$ cat src/rtl/core/led_pixel_spi_pattern_encoder_assert.svh
// Assertion macros for the LED pixel line-pattern encoder, used by lpse_serialize.
// Each macro expects signals named clk and rst_n in the enclosing module.
`ifndef LED_PIXEL_SPI_PATTERN_ENCODER_ASSERT_SVH
`define LED_PIXEL_SPI_PATTERN_ENCODER_ASSERT_SVH

// Same-cycle implication, checked outside reset.
`define LPSE_ASSERT_NOW(label, ante, cons) \
  label: assert property (@(posedge clk) disable iff (!rst_n) (ante) |-> (cons)) \
    else $error("lpse assertion failed");

// Next-cycle implication, checked outside reset.
`define LPSE_ASSERT_NEXT(label, ante, cons) \
  label: assert property (@(posedge clk) disable iff (!rst_n) (ante) |=> (cons)) \
    else $error("lpse assertion failed");

`endif

$ cat src/rtl/core/lpse_pkg.sv
// Shared constants and types for the LED pixel line-pattern encoder.
// No dependencies.
`default_nettype none

package lpse_pkg;

  localparam int unsigned MAX_PIXELS      = 1024;
  localparam int unsigned BYTES_PER_PIXEL = 30;
  localparam int unsigned FULL_BRIGHTNESS = 100;

  // floor(x / 100) for x up to 255 * 100 is (x * 5243) >> 19.
  localparam int unsigned SCALE_RECIP = 5243;
  localparam int unsigned SCALE_SHIFT = 19;

  localparam logic [9:0] ZERO_PATTERN_RST = 10'b1110000000;
  localparam logic [9:0] ONE_PATTERN_RST  = 10'b1111111000;

  localparam logic [1:0] STRIP_ONE = 2'd1;
  localparam logic [1:0] STRIP_TWO = 2'd2;

  // Configuration register indexes.
  localparam logic [1:0] REG_ZERO_PATTERN = 2'd0;
  localparam logic [1:0] REG_ONE_PATTERN  = 2'd1;
  localparam logic [1:0] REG_STRIP_ONE    = 2'd2;
  localparam logic [1:0] REG_STRIP_TWO    = 2'd3;

  localparam int unsigned PATTERN_BITS = 10;
  localparam int unsigned COLOR_BITS   = 24;
  localparam int unsigned LINE_BITS    = PATTERN_BITS * COLOR_BITS;

  // One scaled pixel, handed from the scaling pipeline to the serializer.
  typedef struct packed {
    logic [1:0]  strip;
    logic [14:0] base;
    logic [7:0]  green;
    logic [7:0]  red;
    logic [7:0]  blue;
  } pix_t;

endpackage

`default_nettype wire

$ cat src/rtl/core/led_pixel_spi_pattern_encoder.sv
// Top level of the LED pixel line-pattern encoder: configuration registers,
// scaling pipeline and serializer. Depends on lpse_pkg, lpse_scale, lpse_serialize.
//
//  Channel | Direction | Handshake            | Payload
//  in_     | input     | in_tvalid/in_tready  | tuser strip; tdata index, rgb, brightness
//  out_    | output    | out_tvalid/out_tready| tuser strip; tdata offset, byte; tlast
//  cfg_    | input     | cfg_valid/cfg_ready  | cfg_index, cfg_data
//
// A valid pixel gives 30 bytes, one per cycle from the output shift register
// while out_tready is high; the next pixel is taken as the last byte goes. The
// first byte is offered once the pixel has passed stages 0, 1 and 2 into the
// output register. A dropped pixel leaves stage 0 without waiting on the later
// stages. Reset clears all valid flags and restores the registers.
// A stall on out_ holds the byte and backs up the three pipeline stages in turn.
`default_nettype none

module led_pixel_spi_pattern_encoder #(
  parameter int unsigned PIXEL_CAP = lpse_pkg::MAX_PIXELS
) (
  input  wire logic        clk,
  input  wire logic        rst_n,
  input  wire logic        in_tvalid,
  output logic             in_tready,
  input  wire logic [1:0]  in_tuser,   // [1:0] strip
  input  wire logic [47:0] in_tdata,   // [9:0] pixel_index, [33:10] rgb_color,
                                       // [41:34] brightness, [47:42] zero
  output logic             out_tvalid,
  input  wire logic        out_tready,
  output logic [1:0]       out_tuser,  // [1:0] out_strip
  output logic [23:0]      out_tdata,  // [14:0] byte_offset, [22:15] pattern_byte, [23] zero
  output logic             out_tlast,  // last_byte
  input  wire logic        cfg_valid,
  output logic             cfg_ready,
  input  wire logic [1:0]  cfg_index,
  input  wire logic [10:0] cfg_data
);
  import lpse_pkg::*;

  logic [9:0]  zero_pattern_r;
  logic [9:0]  one_pattern_r;
  logic [10:0] strip_one_len_r;
  logic [10:0] strip_two_len_r;

  logic        pix_valid, pix_take;
  pix_t        pix;
  logic [14:0] out_offset;
  logic [7:0]  out_byte;

  assign cfg_ready = 1'b1;

  always_ff @(posedge clk) begin
    if (!rst_n) begin
      zero_pattern_r  <= ZERO_PATTERN_RST;
      one_pattern_r   <= ONE_PATTERN_RST;
      strip_one_len_r <= 11'd0;
      strip_two_len_r <= 11'd0;
    end else if (cfg_valid) begin
      case (cfg_index)
        REG_ZERO_PATTERN: zero_pattern_r  <= cfg_data[9:0];
        REG_ONE_PATTERN:  one_pattern_r   <= cfg_data[9:0];
        REG_STRIP_ONE:    strip_one_len_r <= cfg_data;
        REG_STRIP_TWO:    strip_two_len_r <= cfg_data;
        default: ;
      endcase
    end
  end

  lpse_scale #(
    .PIXEL_CAP     (PIXEL_CAP)
  ) u_scale (
    .clk           (clk),
    .rst_n         (rst_n),
    .in_valid      (in_tvalid),
    .in_ready      (in_tready),
    .in_strip      (in_tuser),
    .in_index      (in_tdata[9:0]),
    .in_rgb        (in_tdata[33:10]),
    .in_pct        (in_tdata[41:34]),
    .strip_one_len (strip_one_len_r),
    .strip_two_len (strip_two_len_r),
    .pix_valid     (pix_valid),
    .pix_take      (pix_take),
    .pix           (pix)
  );

  lpse_serialize u_serialize (
    .clk          (clk),
    .rst_n        (rst_n),
    .pix_valid    (pix_valid),
    .pix_take     (pix_take),
    .pix          (pix),
    .zero_pattern (zero_pattern_r),
    .one_pattern  (one_pattern_r),
    .out_valid    (out_tvalid),
    .out_ready    (out_tready),
    .out_strip    (out_tuser),
    .out_offset   (out_offset),
    .out_byte     (out_byte),
    .out_last     (out_tlast)
  );

  assign out_tdata = {1'b0, out_byte, out_offset};

endmodule

`default_nettype wire

$ cat src/rtl/core/lpse_scale.sv
// Input register, range check and brightness scaling pipeline.
// Depends on lpse_pkg.
`default_nettype none

module lpse_scale #(
  parameter int unsigned PIXEL_CAP = lpse_pkg::MAX_PIXELS
) (
  input  wire logic              clk,
  input  wire logic              rst_n,
  input  wire logic              in_valid,
  output logic                   in_ready,
  input  wire logic [1:0]        in_strip,
  input  wire logic [9:0]        in_index,
  input  wire logic [23:0]       in_rgb,
  input  wire logic [7:0]        in_pct,
  input  wire logic [10:0]       strip_one_len,
  input  wire logic [10:0]       strip_two_len,
  output logic                   pix_valid,
  input  wire logic              pix_take,
  output lpse_pkg::pix_t         pix
);
  import lpse_pkg::*;

  // Stage 0: registered input item.
  logic        s0_v_r;
  logic [1:0]  s0_strip_r;
  logic [9:0]  s0_idx_r;
  logic [23:0] s0_rgb_r;
  logic [6:0]  s0_pct_r;
  // Stage 1: colour times percent.
  logic        s1_v_r;
  logic [1:0]  s1_strip_r;
  logic [14:0] s1_base_r;
  logic [14:0] s1_g_r, s1_r_r, s1_b_r;
  // Stage 2: scaled colour bytes.
  logic        s2_v_r;
  pix_t        s2_pix_r;

  logic        keep;
  logic [10:0] len_sel;
  logic        free2, free1, adv0, load1, load2;
  logic [6:0]  pct_sat;
  logic [27:0] g_w, r_w, b_w;

  always_comb begin
    case (s0_strip_r)
      STRIP_ONE: len_sel = strip_one_len;
      STRIP_TWO: len_sel = strip_two_len;
      default:   len_sel = 11'd0;
    endcase
    keep = ({1'b0, s0_idx_r} < len_sel) && ({1'b0, s0_idx_r} < 11'(PIXEL_CAP));
  end

  assign free2    = !s2_v_r || pix_take;
  assign load2    = s1_v_r && free2;
  assign free1    = !s1_v_r || free2;
  assign load1    = s0_v_r && keep && free1;
  // A dropped item leaves stage 0 without going on.
  assign adv0     = s0_v_r && (!keep || free1);
  assign in_ready = !s0_v_r || adv0;

  assign pct_sat = (in_pct > 8'(FULL_BRIGHTNESS)) ? 7'(FULL_BRIGHTNESS) : in_pct[6:0];

  assign g_w = 28'(s1_g_r) * 28'(SCALE_RECIP);
  assign r_w = 28'(s1_r_r) * 28'(SCALE_RECIP);
  assign b_w = 28'(s1_b_r) * 28'(SCALE_RECIP);

  always_ff @(posedge clk) begin
    if (!rst_n) begin
      s0_v_r <= 1'b0;
      s1_v_r <= 1'b0;
      s2_v_r <= 1'b0;
    end else begin
      if (in_valid && in_ready) begin
        s0_v_r <= 1'b1;
      end else if (adv0) begin
        s0_v_r <= 1'b0;
      end
      if (load1) begin
        s1_v_r <= 1'b1;
      end else if (load2) begin
        s1_v_r <= 1'b0;
      end
      if (load2) begin
        s2_v_r <= 1'b1;
      end else if (pix_take) begin
        s2_v_r <= 1'b0;
      end
    end
  end

  always_ff @(posedge clk) begin
    if (in_valid && in_ready) begin
      s0_strip_r <= in_strip;
      s0_idx_r   <= in_index;
      s0_rgb_r   <= in_rgb;
      s0_pct_r   <= pct_sat;
    end
    if (load1) begin
      s1_strip_r <= s0_strip_r;
      s1_base_r  <= 15'(s0_idx_r) * 15'(BYTES_PER_PIXEL);
      s1_g_r     <= 15'(s0_rgb_r[15:8])  * 15'(s0_pct_r);
      s1_r_r     <= 15'(s0_rgb_r[23:16]) * 15'(s0_pct_r);
      s1_b_r     <= 15'(s0_rgb_r[7:0])   * 15'(s0_pct_r);
    end
    if (load2) begin
      s2_pix_r.strip <= s1_strip_r;
      s2_pix_r.base  <= s1_base_r;
      s2_pix_r.green <= g_w[SCALE_SHIFT +: 8];
      s2_pix_r.red   <= r_w[SCALE_SHIFT +: 8];
      s2_pix_r.blue  <= b_w[SCALE_SHIFT +: 8];
    end
  end

  assign pix_valid = s2_v_r;
  assign pix       = s2_pix_r;

endmodule

`default_nettype wire

$ cat src/rtl/core/lpse_serialize.sv
// Line-pattern expansion and byte serializer with registered output.
// Depends on lpse_pkg and led_pixel_spi_pattern_encoder_assert.svh.
`default_nettype none

module lpse_serialize (
  input  wire logic          clk,
  input  wire logic          rst_n,
  input  wire logic          pix_valid,
  output logic               pix_take,
  input  wire lpse_pkg::pix_t pix,
  input  wire logic [9:0]    zero_pattern,
  input  wire logic [9:0]    one_pattern,
  output logic               out_valid,
  input  wire logic          out_ready,
  output logic [1:0]         out_strip,
  output logic [14:0]        out_offset,
  output logic [7:0]         out_byte,
  output logic               out_last
);
  import lpse_pkg::*;

  localparam logic [4:0] LAST_BYTE = 5'(BYTES_PER_PIXEL - 1);

  logic                 busy_r;
  logic [4:0]           count_r;
  logic [14:0]          offset_r;
  logic [1:0]           strip_r;
  logic [LINE_BITS-1:0] line_r;

  logic [COLOR_BITS-1:0] color;
  logic [LINE_BITS-1:0]  line_w;
  logic                  xfer, is_last, load;

  // Green is sent first, so it sits at the top of the line word.
  assign color = {pix.green, pix.red, pix.blue};

  always_comb begin
    for (int j = 0; j < COLOR_BITS; j++) begin
      line_w[PATTERN_BITS*j +: PATTERN_BITS] = color[j] ? one_pattern : zero_pattern;
    end
  end

  assign is_last  = (count_r == LAST_BYTE);
  assign xfer     = busy_r && out_ready;
  assign pix_take = !busy_r || (xfer && is_last);
  assign load     = pix_take && pix_valid;

  always_ff @(posedge clk) begin
    if (!rst_n) begin
      busy_r  <= 1'b0;
      count_r <= 5'd0;
    end else if (load) begin
      busy_r  <= 1'b1;
      count_r <= 5'd0;
    end else if (xfer) begin
      if (is_last) begin
        busy_r <= 1'b0;
      end
      count_r <= count_r + 5'd1;
    end
  end

  always_ff @(posedge clk) begin
    if (load) begin
      line_r   <= line_w;
      offset_r <= pix.base;
      strip_r  <= pix.strip;
    end else if (xfer) begin
      line_r   <= {line_r[LINE_BITS-9:0], 8'd0};
      offset_r <= offset_r + 15'd1;
    end
  end

  assign out_valid  = busy_r;
  assign out_strip  = strip_r;
  assign out_offset = offset_r;
  assign out_byte   = line_r[LINE_BITS-1 -: 8];
  assign out_last   = is_last;

`include "led_pixel_spi_pattern_encoder_assert.svh"

  `LPSE_ASSERT_NOW(a_count_range, busy_r, count_r <= LAST_BYTE)
  `LPSE_ASSERT_NEXT(a_load_starts, load, busy_r && count_r == 5'd0)
  `LPSE_ASSERT_NEXT(a_offset_steps, xfer && !is_last, offset_r == $past(offset_r) + 15'd1)
  `LPSE_ASSERT_NEXT(a_idle_after_last, xfer && is_last && !pix_valid, !busy_r)

endmodule

`default_nettype wire

$ cat config.mk
export PLATFORM = sky130hd
export DESIGN_NAME = led_pixel_spi_pattern_encoder
export DESIGN_NICKNAME = d
export VERILOG_FILES = /design/src/rtl/core/lpse_pkg.sv /design/src/rtl/core/led_pixel_spi_pattern_encoder.sv /design/src/rtl/core/lpse_scale.sv /design/src/rtl/core/lpse_serialize.sv
export VERILOG_INCLUDE_DIRS = /design/src /design/src/rtl/core
export SDC_FILE = /design/constraint.sdc
export NUM_CORES = 2
export LEC_CHECK = 0
export ABC_CLOCK_PERIOD_IN_PS = 8300
export BUFFER_PORTS_ARGS = -buffer_cell sky130_fd_sc_hd__clkbuf_2
export CORE_MARGIN = 10
export CORE_UTILIZATION = 51
export DETAILED_ROUTE_END_ITERATION = 10
export MAX_ROUTING_LAYER = met4
export PLACE_DENSITY = 0.72
export SLEW_MARGIN = 20
export SYNTH_ARGS = -nofsm -noshare
export SYNTH_HDL_FRONTEND = slang
export SYNTH_SLANG_ARGS = --single-unit
$ cat constraint.sdc
create_clock -name clk -period 8.3 [get_ports clk]
set_clock_uncertainty 0.2 [all_clocks]
set_input_delay 1.66 -clock clk [delete_from_list [all_inputs] [get_ports clk]]
set_output_delay 1.66 -clock clk [all_outputs]
set_load 0.03 [all_outputs]
==> metrics.json <==
{
  "area_of_placed_instances": {"value": 0.0378, "unit": "sq mm"},
  "grtUsageTotal": {"value": 0.184},
  "wire_per_inst": {"value": 16.6, "unit": "um"},
  "psw": {"value": 6.99, "unit": "mW"},
  "syn_nets": {"value": 4227},
  "number_of_top_level_design_ports": {"value": 98},
  "power_per_cell_area": {"value": 398, "unit": "mW/mm^2"},
  "syn_area": {"value": 0.0368, "unit": "sq mm"},
  "area_growth": {"value": 7.14, "unit": "%"},
  "worst_setup_path_start_kind": {"value": "flop"},
  "seq_total_area_yosys": {"value": 0.355},
  "htree_num_levels": {"value": 2},
  "synth_common_cells": {"value": "sky130_fd_sc_hd__inv_1 (502), sky130_fd_sc_hd__nand2_1 (448), sky130_fd_sc_hd__ha_1 (424), sky130_fd_sc_hd__edfxtp_1 (401), sky130_fd_sc_hd__fa_1 (308)"},
  "drt-vias-per-instance": {"value": 5.33},
  "maxCapViolCount": {"value": 0},
  "die_area": {"value": 0.0832, "unit": "sq mm"},
  "dpl_worst_slack": {"value": 2.72, "unit": "ns"},
  "nets": {"value": 4219},
  "cp_data_required_time": {"value": 8.36, "unit": "ns"},
  "ctsResizeCount": {"value": 0},
  "clock-root-buffer": {"value": "sky130_fd_sc_hd__clkbuf_16"},
  "rsz_0062_raised_after_global_routing": {"value": "false"},
  "grt_max_degree": {"value": 175},
  "synth_async_sr_flop_share": {"value": 0},
  "minimum_clock_period_after_layout": {"value": 5.55, "unit": "ns"},
  "timing.slew.headroom": {"value": 0.383},
  "cts.repair_timing.setup_buffer_count": {"value": 0},
  "hold_viol_final": {"value": 0},
  "sequential_cell_area": {"value": 0.0131, "unit": "sq mm"},
  "post-route-util": {"value": 0.551},
  "ys_ff_latch": {"value": 452},
  "synth_area_leader_cell": {"value": "sky130_fd_sc_hd__edfxtp_1"},
  "top_count_cell_post_synth": {"value": "sky130_fd_sc_hd__inv_1"},
  "clkPwrFrac": {"value": 0.132},
  "overall_die_height": {"value": 288, "unit": "um"},
  "ant_nets": {"value": 0},
  "hpwlAfterDp": {"value": 52800, "unit": "um"},
  "fin_tns_setup": {"value": 0, "unit": "ns"},
  "antenna-diode-count": {"value": 0},
  "p_leak": {"value": 18.3, "unit": "nW"},
  "setup.reg_to_reg.worst_slack": {"value": 2.75, "unit": "ns"},
  "drt_first_iter_violations": {"value": 1578},
  "clk_latency": {"value": 0.62, "unit": "ns"},
  "signal_arrival_time_at_the_worst_endpoint": {"value": 5.60, "unit": "ns"},
  "place.port_buffers": {"value": 89},
  "clock_tree_from_tritoncts": {"value": "yes"},
  "most_used_dff_post_synth": {"value": "sky130_fd_sc_hd__edfxtp_1"},
  "critical_path_fanouts_max": {"value": 24},
  "total_number_of_vias": {"value": 23500},
  "number_of_antenna_violations_at_the_first_check_in_global_routing": {"value": 0},
  "synthesis.yosys.warnings": {"value": 0},
  "multi_input_comb_area": {"value": 0.0210, "unit": "sq mm"},
  "timing.final.setup_violations": {"value": 0},
  "drive_above_1_share": {"value": 0.0636},
  "globalRouteOverflowTotal": {"value": 0},
  "tightestPinTransition": {"value": 0.902, "unit": "ns"},
  "worst_setup_path_end_kind": {"value": "flop"},
  "postLayoutCellArea": {"value": 0.0394, "unit": "sq mm"},
  "dr.pass1.iters": {"value": 7},
  "core.rowCount": {"value": 98},
  "post_synth_inst_count": {"value": 3427},
  "floorplan.initialDensity": {"value": 0.514},
  "synthTopCellsByArea": {"value": "sky130_fd_sc_hd__edfxtp_1 (33%), sky130_fd_sc_hd__fa_1 (17%), sky130_fd_sc_hd__ha_1 (14%)"},
  "numCtsBuffers": {"value": 48},
  "final.fill_count": {"value": 6037},
  "synth_top_area_frac": {"value": 0.328},
  "timing.final.max_slew_violations": {"value": 0},
  "drcViolationCount": {"value": 0},
  "min_period_over_period": {"value": 0.668},
  "ctsLongestPathBuffers": {"value": 3},
  "power.ir.vdd_worst": {"value": 0.389, "unit": "mV"},
  "core-area": {"value": 0.0715, "unit": "sq mm"},
  "cts.sink_count": {"value": 452},
  "fin_ws": {"value": 2.75, "unit": "ns"},
  "total_power": {"value": 15.7, "unit": "mW"},
  "internal-power": {"value": 8.70, "unit": "mW"},
  "max_freq": {"value": 0.180, "unit": "GHz"},
  "status": {"value": "completed"},
  "detail_route.wirelength": {"value": 73000, "unit": "um"},
  "power_share_of_the_sequential_group": {"value": 0.205},
  "globalplace.congestion": {"value": 0.857},
  "combPwrFrac": {"value": 0.663},
  "path_clk_slew": {"value": 0.06, "unit": "ns"},
  "mapped_avg_cell_area": {"value": 10.7, "unit": "sq um"},
  "horizontal_die_dimension": {"value": 288, "unit": "um"},
  "hold_bufs_at_cts": {"value": 0},
  "number_of_global_route_vias_before_repair": {"value": 24400},
  "grt_first_pass_wirelength": {"value": 123000, "unit": "um"},
  "yosys.cell_types.count": {"value": 67},
  "power.share.switching": {"value": 0.445},
  "worstSetupPathType": {"value": "flop to flop"},
  "synth_edf_count": {"value": 401},
  "hp-class": {"value": "flop to flop"}
}
## registers in the layout (all words and copies together), names as in the netlist
| signal | flops |
|---|---|
| u_scale.s0_idx_r | 10 |
| u_scale.s0_pct_r | 7 |
| u_scale.s1_r_r | 15 |
| u_serialize.line_r | 240 |
| u_scale.s0_strip_r | 2 |
| u_serialize.out_offset | 15 |
| u_serialize.out_valid | 1 |
| u_scale.s0_v_r | 1 |
| u_serialize.count_r | 5 |
| u_scale.pix | 40 |
| strip_two_len_r | 11 |
| u_scale.s1_strip_r | 2 |
| u_scale.s1_b_r | 15 |
| u_scale.s1_base_r | 14 |
| u_scale.s1_g_r | 15 |
| u_scale.pix_valid | 1 |
| u_scale.s0_rgb_r | 24 |
| zero_pattern_r | 10 |
| u_scale.s1_v_r | 1 |
| one_pattern_r | 10 |
| strip_one_len_r | 11 |
| u_serialize.out_strip | 2 |
## stage by stage
stage                     hold slack, ns  instances
after detailed placement           0.205       4319
after floorplan                    0.200       3427
final                              0.198       4407
after global routing               0.208       4407
after CTS                          0.196       4407
after global placement             0.201       4319
## cells in the final DEF (no fill, tap or decap), types with 26 or more instances in the layout
cell	n
sky130_fd_sc_hd__inv_1	502
sky130_fd_sc_hd__nand2_1	448
sky130_fd_sc_hd__ha_1	424
sky130_fd_sc_hd__edfxtp_1	401
sky130_fd_sc_hd__fa_1	308
sky130_fd_sc_hd__mux2i_1	243
sky130_fd_sc_hd__o21ai_0	238
sky130_fd_sc_hd__and2_1	107
sky130_fd_sc_hd__clkbuf_2	89
sky130_fd_sc_hd__a21oi_1	59
sky130_fd_sc_hd__nor2_1	54
sky130_fd_sc_hd__xnor2_1	51
sky130_fd_sc_hd__dfxtp_1	51
sky130_fd_sc_hd__clkbuf_16	48
sky130_fd_sc_hd__xor2_1	38
sky130_fd_sc_hd__o21ai_1	36
sky130_fd_sc_hd__a21boi_0	34
sky130_fd_sc_hd__buf_4	32
sky130_fd_sc_hd__nand3_1	31
sky130_fd_sc_hd__a21o_1	26
## routing by layer
| layer | share of wire | up-vias | GRT usage |
|---|---|---|---|
| met1 | 0.46 | 11600 | 0.247 |
| met4 | 0.014 | 0 | 0.0372 |
| met2 | 0.48 | 437 | 0.302 |
| met5 | 0 | - | - |
| met3 | 0.041 | 77 | 0.0188 |
| li1 | - | 11400 | - |
## critical path, stage by stage (launching register included)
cell and delay [ns]:
sky130_fd_sc_hd__edfxtp_1 0.73, sky130_fd_sc_hd__and2_1 0.31, sky130_fd_sc_hd__fa_1 0.54, sky130_fd_sc_hd__inv_1 0.06, sky130_fd_sc_hd__fa_1 0.52, sky130_fd_sc_hd__inv_1 0.05, sky130_fd_sc_hd__fa_1 0.47, sky130_fd_sc_hd__inv_1 0.05
sky130_fd_sc_hd__fa_1 0.47, sky130_fd_sc_hd__inv_1 0.04, sky130_fd_sc_hd__ha_1 0.32, sky130_fd_sc_hd__inv_1 0.07, sky130_fd_sc_hd__o21bai_1 0.07, sky130_fd_sc_hd__a21oi_1 0.29, sky130_fd_sc_hd__o21bai_1 0.12, sky130_fd_sc_hd__mux2i_1 0.12
sky130_fd_sc_hd__a2111oi_0 0.80
## power groups by stage
stage / registers [mW] / clock network [mW] / logic, mW
4_1_cts: 3.21 / 2.12 / 10.5
5_1_grt: 3.24 / 2.20 / 12.1
3_3_place_gp: 3.25 / 0 / 10.1
2_1_floorplan: 3.05 / 0 / 8.24
6_report: 3.21 / 2.07 / 10.4
3_5_place_dp: 3.26 / 0 / 10.4
## final cells by class
type                    count  area share
well taps                 950      0.0302
inverters                 502      0.0479
multi-input cells        2293       0.533
clock inverters            24     0.00556
clock buffers              64      0.0333
repair buffers            122      0.0179
flip-flops and latches    452       0.332
## logic make-up (layout without fill, tap and decap cells)
family                     after synthesis  count (layout)  synth area share
adders and majority gates              732             732             0.312
AOI/OAI and AO/OA                      490             490            0.0797
and+or+nand+nor                        736             736            0.0905
xor gates and xnor gates                89              89            0.0212
DFF                                    452             452             0.355
other                                    2               2          0.000204
muxes                                  244             244            0.0665
buffers and inverters                  682             712            0.0744
## path summary, 6_finish.rpt
kind / start / end / cells past startpoint
worst max-delay path: u_scale.s0_pct_r[1] / u_scale.s1_r_r[14] / 16
worst min-delay path: u_scale.s1_base_r[1] / u_scale.pix[25] / 0
worst min register to register: u_scale.s1_base_r[1] / u_scale.pix[25] / 0
worst max register to register: u_scale.s0_pct_r[1] / u_scale.s1_r_r[14] / 16
Note: power is estimated with default switching activity, not from simulation.
